[src/design/assert_macros.svh]
// Assertion macros shared by the estimator RTL.
// No dependencies; include with the bare file name.
`ifndef ASSERT_MACROS_SVH
`define ASSERT_MACROS_SVH

// Same-cycle implication, disabled while reset is low.
`define ASSERT_IMP(name, ck, rn, ante, cons, msg) \
    name: assert property (@(posedge ck) disable iff (!rn) (ante) |-> (cons)) \
        else $error(msg);

// Next-cycle implication, disabled while reset is low.
`define ASSERT_NXT(name, ck, rn, ante, cons, msg) \
    name: assert property (@(posedge ck) disable iff (!rn) (ante) |=> (cons)) \
        else $error(msg);

`endif

[src/design/gwte_pkg.sv]
// Package for the gated wind tilt estimator: widths, codes, beat types.
// No dependencies; used by gwte_core and gated_wind_tilt_estimator.
package gwte_pkg;

    localparam int ANGLE_WIDTH = 16;
    localparam int FRAC_BITS   = 16;

    localparam int FIELD_W  = 16;
    localparam int SF_W     = 16;
    localparam int LIMIT_W  = 15;
    localparam int THR_W    = 16;
    localparam int STATUS_W = 2;

    localparam int ACC_W    = ANGLE_WIDTH + FRAC_BITS;
    localparam int CLAMP_SH = (FRAC_BITS > 16) ? FRAC_BITS - 16 : 0;
    localparam int MAG_W    = ACC_W - CLAMP_SH;
    localparam int SUM_W    = 2 * MAG_W;
    localparam int SUB_W    = SUM_W + 1;
    localparam int ROOT_W   = MAG_W;
    localparam int LIM_SH   = FRAC_BITS - CLAMP_SH;
    localparam int LIM_W    = LIMIT_W + LIM_SH;
    localparam int K_FRAC   = 32;
    localparam int K_W      = K_FRAC + 1;
    localparam int DVD_W    = LIM_W + K_FRAC;
    localparam int DIFF_W   = ((FIELD_W + FRAC_BITS) > ACC_W ? FIELD_W + FRAC_BITS : ACC_W) + 1;
    localparam int EMA_W    = DIFF_W + 1;
    localparam int MUL_W_A  = (DIFF_W > K_W + 1) ? DIFF_W : K_W + 1;
    localparam int MUL_W    = (MUL_W_A > ACC_W + 1) ? MUL_W_A : ACC_W + 1;
    localparam int PROD_W   = 2 * MUL_W;

    localparam int SQRT_STEPS = SUM_W / 2;
    localparam int DIV_STEPS  = K_W;
    localparam int CNT_W      = $clog2(DIV_STEPS);

    localparam int NUM_REGS  = 5;
    localparam int ADDR_W    = $clog2(NUM_REGS * 4);
    localparam int REG_IDX_W = ADDR_W - 2;
    localparam int DATA_W    = 32;

    localparam logic [REG_IDX_W-1:0] REG_SMOOTHING_FACTOR = REG_IDX_W'(0);
    localparam logic [REG_IDX_W-1:0] REG_WIND_LIMIT       = REG_IDX_W'(1);
    localparam logic [REG_IDX_W-1:0] REG_THROTTLE_MIN     = REG_IDX_W'(2);
    localparam logic [REG_IDX_W-1:0] REG_SPEED_LIMIT      = REG_IDX_W'(3);
    localparam logic [REG_IDX_W-1:0] REG_ACCEL_LIMIT      = REG_IDX_W'(4);

    localparam logic [SF_W-1:0]    RST_SMOOTHING_FACTOR = SF_W'(6554);
    localparam logic [LIMIT_W-1:0] RST_WIND_LIMIT       = LIMIT_W'(240);
    localparam logic [THR_W-1:0]   RST_THROTTLE_MIN     = THR_W'(22938);
    localparam logic [LIMIT_W-1:0] RST_SPEED_LIMIT      = LIMIT_W'(154);
    localparam logic [LIMIT_W-1:0] RST_ACCEL_LIMIT      = LIMIT_W'(128);

    localparam logic [STATUS_W-1:0] STATUS_CLEARED = STATUS_W'(0);
    localparam logic [STATUS_W-1:0] STATUS_HELD    = STATUS_W'(1);
    localparam logic [STATUS_W-1:0] STATUS_UPDATED = STATUS_W'(2);

    typedef struct packed {
        logic signed [FIELD_W-1:0] pitch_angle;
        logic signed [FIELD_W-1:0] roll_angle;
        logic        [THR_W-1:0]   throttle;
        logic signed [FIELD_W-1:0] hor_speed;
        logic signed [FIELD_W-1:0] hor_accel;
        logic signed [FIELD_W-1:0] ver_speed;
        logic signed [FIELD_W-1:0] ver_accel;
    } gwte_in_t;

    typedef struct packed {
        logic signed [FIELD_W-1:0]  wind_pitch;
        logic signed [FIELD_W-1:0]  wind_roll;
        logic        [STATUS_W-1:0] status;
    } gwte_out_t;

    typedef struct packed {
        logic [SF_W-1:0]    smoothing_factor;
        logic [LIMIT_W-1:0] wind_limit;
        logic [THR_W-1:0]   throttle_min;
        logic [LIMIT_W-1:0] speed_limit;
        logic [LIMIT_W-1:0] accel_limit;
    } gwte_cfg_t;

    typedef struct packed {
        logic start;
        logic take;
    } gwte_ctl_t;

    typedef struct packed {
        logic idle;
        logic done;
    } gwte_sts_t;

endpackage

[src/design/gwte_core.sv]
// Estimator core: sequencer around one shared multiplier and one shared subtractor.
// Depends on gwte_pkg and assert_macros.svh.
`include "assert_macros.svh"

module gwte_core (
    input  logic                clk,
    input  logic                rst_n,
    input  gwte_pkg::gwte_cfg_t cfg,
    input  gwte_pkg::gwte_ctl_t ctl,
    input  gwte_pkg::gwte_in_t  item,
    output gwte_pkg::gwte_sts_t sts,
    output gwte_pkg::gwte_out_t res
);
    import gwte_pkg::*;

    typedef enum logic [3:0] {
        ST_IDLE,
        ST_DECIDE,
        ST_EMA_W,
        ST_EX,
        ST_EY,
        ST_SQ1,
        ST_SQ2,
        ST_SQ3,
        ST_CMP,
        ST_SQRT,
        ST_DIV,
        ST_SC0,
        ST_SC1,
        ST_SC2,
        ST_SC3,
        ST_DONE
    } state_t;

    localparam logic signed [ACC_W-1:0] ACC_MAX = {1'b0, {(ACC_W-1){1'b1}}};
    localparam logic signed [ACC_W-1:0] ACC_MIN = {1'b1, {(ACC_W-1){1'b0}}};
    localparam logic [K_W-1:0]          K_MAX   = K_W'(1) << K_FRAC;

    state_t                     state_reg, state_next;
    logic signed [ACC_W-1:0]    acc_x_reg, acc_x_next;
    logic signed [ACC_W-1:0]    acc_y_reg, acc_y_next;
    gwte_in_t                   item_reg, item_next;
    logic [STATUS_W-1:0]        status_reg, status_next;
    logic signed [MUL_W-1:0]    op_a_reg, op_a_next;
    logic signed [MUL_W-1:0]    op_b_reg, op_b_next;
    logic signed [PROD_W-1:0]   prod_reg;
    logic [SUM_W-1:0]           sum_reg, sum_next;
    logic [SUM_W-1:0]           rad_reg, rad_next;
    logic [SUM_W-1:0]           root_reg, root_next;
    logic [SUM_W-1:0]           bit_reg, bit_next;
    logic [ROOT_W-1:0]          rem_reg, rem_next;
    logic [K_W-1:0]             dvd_reg, dvd_next;
    logic [K_W-1:0]             quo_reg, quo_next;
    logic [CNT_W-1:0]           cnt_reg, cnt_next;

    logic signed [DIFF_W-1:0]   diff_x, diff_y, ema_step;
    logic signed [EMA_W-1:0]    ema_x, ema_y;
    logic [ACC_W-1:0]           mag_x, mag_y, scaled;
    logic [MAG_W-1:0]           magc_x, magc_y;
    logic [LIM_W-1:0]           lim_val;
    logic [DVD_W-1:0]           dividend;
    logic [SUM_W-1:0]           root_plus;
    logic [ROOT_W:0]            div_trial;
    logic [SUB_W-1:0]           sub_a, sub_b, sub_diff;
    logic                       sub_ge;
    logic                       low_thr, hover;
    logic [FIELD_W-1:0]         abs_vs, abs_va;

    function automatic logic signed [ACC_W-1:0] sat_acc(input logic signed [EMA_W-1:0] v);
        logic signed [ACC_W-1:0] r;
        if (v > EMA_W'(ACC_MAX)) begin
            r = ACC_MAX;
        end
        else if (v < EMA_W'(ACC_MIN)) begin
            r = ACC_MIN;
        end
        else begin
            r = ACC_W'(v);
        end
        return r;
    endfunction

    assign diff_x   = (DIFF_W'(item_reg.pitch_angle) <<< FRAC_BITS) - DIFF_W'(acc_x_reg);
    assign diff_y   = (DIFF_W'(item_reg.roll_angle) <<< FRAC_BITS) - DIFF_W'(acc_y_reg);
    assign ema_step = DIFF_W'(prod_reg >>> SF_W);
    assign ema_x    = EMA_W'(acc_x_reg) + EMA_W'(ema_step);
    assign ema_y    = EMA_W'(acc_y_reg) + EMA_W'(ema_step);

    assign mag_x  = acc_x_reg[ACC_W-1] ? ACC_W'(-acc_x_reg) : ACC_W'(acc_x_reg);
    assign mag_y  = acc_y_reg[ACC_W-1] ? ACC_W'(-acc_y_reg) : ACC_W'(acc_y_reg);
    assign magc_x = MAG_W'(mag_x >> CLAMP_SH);
    assign magc_y = MAG_W'(mag_y >> CLAMP_SH);
    assign scaled = prod_reg[K_FRAC +: ACC_W];

    assign lim_val   = LIM_W'(cfg.wind_limit) << LIM_SH;
    assign dividend  = DVD_W'(lim_val) << K_FRAC;
    assign root_plus = root_reg + bit_reg;
    assign div_trial = {rem_reg, dvd_reg[K_W-1]};

    assign abs_vs  = item_reg.ver_speed[FIELD_W-1] ? FIELD_W'(-item_reg.ver_speed)
                                                   : FIELD_W'(item_reg.ver_speed);
    assign abs_va  = item_reg.ver_accel[FIELD_W-1] ? FIELD_W'(-item_reg.ver_accel)
                                                   : FIELD_W'(item_reg.ver_accel);
    assign low_thr = item_reg.throttle < cfg.throttle_min;
    assign hover   = (item_reg.hor_speed < $signed({1'b0, cfg.speed_limit}))
                  && (item_reg.hor_accel < $signed({1'b0, cfg.accel_limit}))
                  && (abs_vs < {1'b0, cfg.speed_limit})
                  && (abs_va < {1'b0, cfg.accel_limit});

    always_comb
    begin
        sub_a = '0;
        sub_b = '0;
        unique case (state_reg)
            ST_CMP:
            begin
                sub_a = SUB_W'(prod_reg[SUM_W-1:0]);
                sub_b = SUB_W'(sum_reg);
            end
            ST_SQRT:
            begin
                sub_a = SUB_W'(rad_reg);
                sub_b = SUB_W'(root_plus);
            end
            ST_DIV:
            begin
                sub_a = SUB_W'(div_trial);
                sub_b = SUB_W'(root_reg[ROOT_W-1:0]);
            end
            default:
            begin
            end
        endcase
    end

    assign sub_diff = sub_a - sub_b;
    assign sub_ge   = ~sub_diff[SUB_W-1];

    always_comb
    begin
        state_next  = state_reg;
        acc_x_next  = acc_x_reg;
        acc_y_next  = acc_y_reg;
        item_next   = item_reg;
        status_next = status_reg;
        op_a_next   = op_a_reg;
        op_b_next   = op_b_reg;
        sum_next    = sum_reg;
        rad_next    = rad_reg;
        root_next   = root_reg;
        bit_next    = bit_reg;
        rem_next    = rem_reg;
        dvd_next    = dvd_reg;
        quo_next    = quo_reg;
        cnt_next    = cnt_reg;
        unique case (state_reg)
            ST_IDLE:
            begin
                if (ctl.start)
                begin
                    item_next  = item;
                    state_next = ST_DECIDE;
                end
            end
            ST_DECIDE:
            begin
                if (low_thr)
                begin
                    acc_x_next  = '0;
                    acc_y_next  = '0;
                    status_next = STATUS_CLEARED;
                    state_next  = ST_DONE;
                end
                else if (hover)
                begin
                    op_a_next   = MUL_W'(diff_x);
                    op_b_next   = MUL_W'({1'b0, cfg.smoothing_factor});
                    status_next = STATUS_UPDATED;
                    state_next  = ST_EMA_W;
                end
                else
                begin
                    status_next = STATUS_HELD;
                    state_next  = ST_DONE;
                end
            end
            ST_EMA_W:
            begin
                op_a_next  = MUL_W'(diff_y);
                state_next = ST_EX;
            end
            ST_EX:
            begin
                acc_x_next = sat_acc(ema_x);
                state_next = ST_EY;
            end
            ST_EY:
            begin
                acc_y_next = sat_acc(ema_y);
                op_a_next  = MUL_W'(magc_x);
                op_b_next  = MUL_W'(magc_x);
                state_next = ST_SQ1;
            end
            ST_SQ1:
            begin
                op_a_next  = MUL_W'(magc_y);
                op_b_next  = MUL_W'(magc_y);
                state_next = ST_SQ2;
            end
            ST_SQ2:
            begin
                sum_next   = prod_reg[SUM_W-1:0];
                op_a_next  = MUL_W'(lim_val);
                op_b_next  = MUL_W'(lim_val);
                state_next = ST_SQ3;
            end
            ST_SQ3:
            begin
                sum_next   = sum_reg + prod_reg[SUM_W-1:0];
                state_next = ST_CMP;
            end
            ST_CMP:
            begin
                if (!sub_ge)
                begin
                    rad_next   = sum_reg;
                    root_next  = '0;
                    bit_next   = SUM_W'(1) << (SUM_W - 2);
                    cnt_next   = CNT_W'(SQRT_STEPS - 1);
                    state_next = ST_SQRT;
                end
                else
                begin
                    state_next = ST_DONE;
                end
            end
            ST_SQRT:
            begin
                if (sub_ge)
                begin
                    rad_next  = sub_diff[SUM_W-1:0];
                    root_next = (root_reg >> 1) + bit_reg;
                end
                else
                begin
                    root_next = root_reg >> 1;
                end
                bit_next = bit_reg >> 2;
                cnt_next = cnt_reg - CNT_W'(1);
                if (cnt_reg == '0)
                begin
                    rem_next   = ROOT_W'(dividend[DVD_W-1:K_W]);
                    dvd_next   = dividend[K_W-1:0];
                    quo_next   = '0;
                    cnt_next   = CNT_W'(DIV_STEPS - 1);
                    state_next = ST_DIV;
                end
            end
            ST_DIV:
            begin
                if (sub_ge)
                begin
                    rem_next = sub_diff[ROOT_W-1:0];
                end
                else
                begin
                    rem_next = div_trial[ROOT_W-1:0];
                end
                quo_next = {quo_reg[K_W-2:0], sub_ge};
                dvd_next = dvd_reg << 1;
                cnt_next = cnt_reg - CNT_W'(1);
                if (cnt_reg == '0)
                begin
                    state_next = ST_SC0;
                end
            end
            ST_SC0:
            begin
                op_a_next  = MUL_W'(mag_x);
                op_b_next  = MUL_W'(quo_reg);
                state_next = ST_SC1;
            end
            ST_SC1:
            begin
                op_a_next  = MUL_W'(mag_y);
                state_next = ST_SC2;
            end
            ST_SC2:
            begin
                acc_x_next = acc_x_reg[ACC_W-1] ? -$signed(scaled) : $signed(scaled);
                state_next = ST_SC3;
            end
            ST_SC3:
            begin
                acc_y_next = acc_y_reg[ACC_W-1] ? -$signed(scaled) : $signed(scaled);
                state_next = ST_DONE;
            end
            ST_DONE:
            begin
                if (ctl.take)
                begin
                    state_next = ST_IDLE;
                end
            end
            default:
            begin
                state_next = ST_IDLE;
            end
        endcase
    end

    always_ff @(posedge clk or negedge rst_n)
    begin
        if (!rst_n)
        begin
            state_reg <= ST_IDLE;
            acc_x_reg <= '0;
            acc_y_reg <= '0;
        end
        else
        begin
            state_reg <= state_next;
            acc_x_reg <= acc_x_next;
            acc_y_reg <= acc_y_next;
        end
    end

    always_ff @(posedge clk)
    begin
        item_reg   <= item_next;
        status_reg <= status_next;
        op_a_reg   <= op_a_next;
        op_b_reg   <= op_b_next;
        prod_reg   <= op_a_reg * op_b_reg;
        sum_reg    <= sum_next;
        rad_reg    <= rad_next;
        root_reg   <= root_next;
        bit_reg    <= bit_next;
        rem_reg    <= rem_next;
        dvd_reg    <= dvd_next;
        quo_reg    <= quo_next;
        cnt_reg    <= cnt_next;
    end

    assign sts.idle       = (state_reg == ST_IDLE);
    assign sts.done       = (state_reg == ST_DONE);
    assign res.wind_pitch = FIELD_W'(acc_x_reg >>> FRAC_BITS);
    assign res.wind_roll  = FIELD_W'(acc_y_reg >>> FRAC_BITS);
    assign res.status     = status_reg;

    `ASSERT_IMP(a_div_nonzero, clk, rst_n, state_reg == ST_DIV,
                root_reg != '0, "divisor is zero during division")
    `ASSERT_IMP(a_quo_range, clk, rst_n, state_reg == ST_SC0,
                quo_reg <= K_MAX, "scale factor above one")
    `ASSERT_IMP(a_clear_zero, clk, rst_n,
                state_reg == ST_DONE && status_reg == STATUS_CLEARED,
                acc_x_reg == '0 && acc_y_reg == '0, "cleared beat with nonzero estimate")

endmodule

[config.mk]
export PLATFORM = sky130hd
export DESIGN_NAME = gwte_core
export DESIGN_NICKNAME = d
export VERILOG_FILES = /design/src/design/gwte_pkg.sv /design/src/design/gwte_core.sv
export VERILOG_INCLUDE_DIRS = /design/src /design/src/design
export SDC_FILE = /design/constraint.sdc
export NUM_CORES = 2
export LEC_CHECK = 0
export ABC_AREA = 0
export BUFFER_PORTS_ARGS = -buffer_cell sky130_fd_sc_hd__buf_2
export CELL_PAD_IN_SITES_DETAIL_PLACEMENT = 1
export CELL_PAD_IN_SITES_GLOBAL_PLACEMENT = 2
export CORE_MARGIN = 4
export CORE_UTILIZATION = 40
export CTS_CLUSTER_SIZE = 16
export DETAILED_ROUTE_END_ITERATION = 7
export HOLD_SLACK_MARGIN = 0.15
export PLACE_DENSITY = 0.83
export SETUP_SLACK_MARGIN = 0.2
export SLEW_MARGIN = 15
export SYNTH_ARGS = -nofsm -noshare
export SYNTH_HDL_FRONTEND = slang
export SYNTH_SLANG_ARGS = --single-unit
[constraint.sdc]
create_clock -name clk -period 12.22 [get_ports clk]
set_clock_uncertainty 0.2 [all_clocks]
set_input_delay 1.833 -clock clk [delete_from_list [all_inputs] [get_ports clk]]
set_output_delay 1.833 -clock clk [all_outputs]
set_load 0.01 [all_outputs]
==> impl_metrics.ini <==
[logic_synthesis]
syn_avg_cell_area_sq_um = 9.061
synth_edf_count = 475
ys_seq_elements = 607
synth.largest_area_cell = fa_1
synth_area_leaders = fa_1 (27%), edfxtp_1 (17%), ha_1 (8.3%), inv_1 (5.8%), and2_1 (5.5%)
yosys.area.top_type_share_pct = 26.86
ys_seq_area_share_pct = 20.21
synthCells = 9419
yosys_warnings = 0
netlist_area_sq_mm = 0.08534
async_reset_ff_share_pct = 11.20
netlist_top_cells_count = inv_1 (1,310), fa_1 (1,145), nand2_1 (1,086), and2_1 (750), ha_1 (565)
yosysMostFrequentCell = inv_1
synth_top_flop_cell = edfxtp_1
synth_nets = 11320
synth_cell_types = 90

[clock_tree]
h-tree-depth = 3
cts_buffer_depth = 3
clkLatencyLatePin_ps = 730
cts_buffers = 77
cts-root-buf = clkbuf_16
clk_pin_slew_ps = 60
cts_tree = built
cts_hold_buf = 0
cts_resized = 0
clkSinkCount = 607
cts_post_setup_buffers_inserted = 0

[global_route]
grt_pass1_wl_mm = 467.2
grt_pass1_vias = 75720
grt-ovfl-total = 0
grt_max_degree = 128
antenna_found_initial = 13
grt_use_total_pct = 27.23

[sta]
fin_ws_ps = 2788
slew-limit-headroom_pct = 19.25
setup_viol = 0
slew_violations = 0
rsz0062_at_grt = false
min_period_ps = 9432
post-route-period-util_pct = 77.18
worst_pin_slew_ps = 1211
hold_viol_final = 0
fin_setup_tns_ps = 0
fmax_mhz = 106.0

[critical_path]
r2r_setup_slack_ps = 2790
cp.required_ps = 12580
start_kind = flop
path_max_fanout = 33
arrival_ps = 9790
r2r_start = op_b_reg[6]
cpMostUsedCell = fa_1
critical_path.endpoint_type = flop
slowest_stage = edfxtp_1
crit_start = op_b_reg[6]
max_stage_delay_ps = 1150
crit_type = flop to flop

[min_path]
worstHoldStart = quo_reg[32]
min_path_type = flop to flop

[place]
portBuffers = 228
place_inst = 12100
dp_slack_ps = 2831
place.gp.congestion = 0.9354
hpwl_mm = 239.0

[floorplanning]
die_x_microns = 469.9
coreArea_sq_mm = 0.2121
dieArea_sq_mm = 0.2208
fp-row-count = 169
die_y_microns = 469.9
ioPinCount = 229
start_util_pct = 40.24

[detailed_routing]
drtIter0Drc = 4866
drc = 0
postRouteAntennaNets = 0
wl_per_cell_microns = 24.72
avgViaCountPerCell = 5.694
firstDrtPassIters = 7
vias = 69760
top_layer = met5
met2WireLength_mm = 141.0
wl_met1_mm = 133.1
wl_met3_mm = 17.48
routed_wl_mm = 302.9

[status]
outcome = completed

[final_layout]
drive_above_1_share_pct = 6.344
nets = 11270
largest_register_ffs = 112
fin_cells = 12250
final_core_utilization_pct = 43.33
area_growth_pct = 7.688

[flow_run]
maxCapViolCount = 0
==> area by class of cell <==
type                    instances  area (sq um)
clock inverters                41         526.8
diodes                          4         10.01
repair buffers                379          2305
fillers                     24540        120200
clock buffers                 102          2092
well taps                    2821          3530
inverters                    1311          4926
multi-input cells            6986         61270
flip-flops and latches        607         17250
==> through the flow <==
step	hold slack, ps	cell area [sq um]
floorplan	296.7	85340
CTS	333.9	91860
detailed placement	320.0	89240
finish	331.1	91900
global placement	312.6	89240
global route	355.4	91900
==> worst max-delay path: cells and delay by family (launching register included) <==
family	cells	cell delay, ps
fa+ha+maj	9	4330
compound gates	7	2320
flops	1	1150
simple gates	4	870
buf+inv	4	220
xor+xnor	1	160
==> cells in the final DEF (no fill, tap or decap), types with 177 or more instances in the layout <==
master,instances
xnor2_1,373
fa_1,1144
and2_1,749
inv_1,1310
a21oi_1,436
nand2_1,1084
edfxtp_1,475
ha_1,565
buf_2,227
a21o_1,177
o21ai_0,453
nor2_1,372
==> per-layer routing <==
metal | global-route usage, % | up-vias
met5 | 0 | -
met1 | 37.24 | 36290
met4 | 9.318 | 8
met3 | 3.366 | 410
li1 | - | 31090
met2 | 44.75 | 1957
==> kinds of logic after synthesis <==
group                    after synthesis  synth area share [%]
flip-flops                           607                 20.21
AND/OR/NAND/NOR                     2842                 16.40
multiplexers                          10                0.1217
AO/OA/AOI/OAI                       1895                 14.52
XOR/XNOR                             528                 5.419
adder cells (fa/ha/maj)             1711                 35.15
buffers and inverters               1826                 8.182
==> final timing paths <==
kind                       cells past startpoint            end
setup / recovery                              25   prod_reg[62]
hold / removal                                 1   op_b_reg[32]
setup reg to reg                              25   prod_reg[62]
hold reg to reg                                1   op_b_reg[32]
max in group asynchronous                      2  acc_x_reg[31]
min in group asynchronous                      1  acc_y_reg[22]
Power is left out: the tool's default activity adds up to more than one toggle a clock period on the data nets, which glitch-free logic cannot reach.
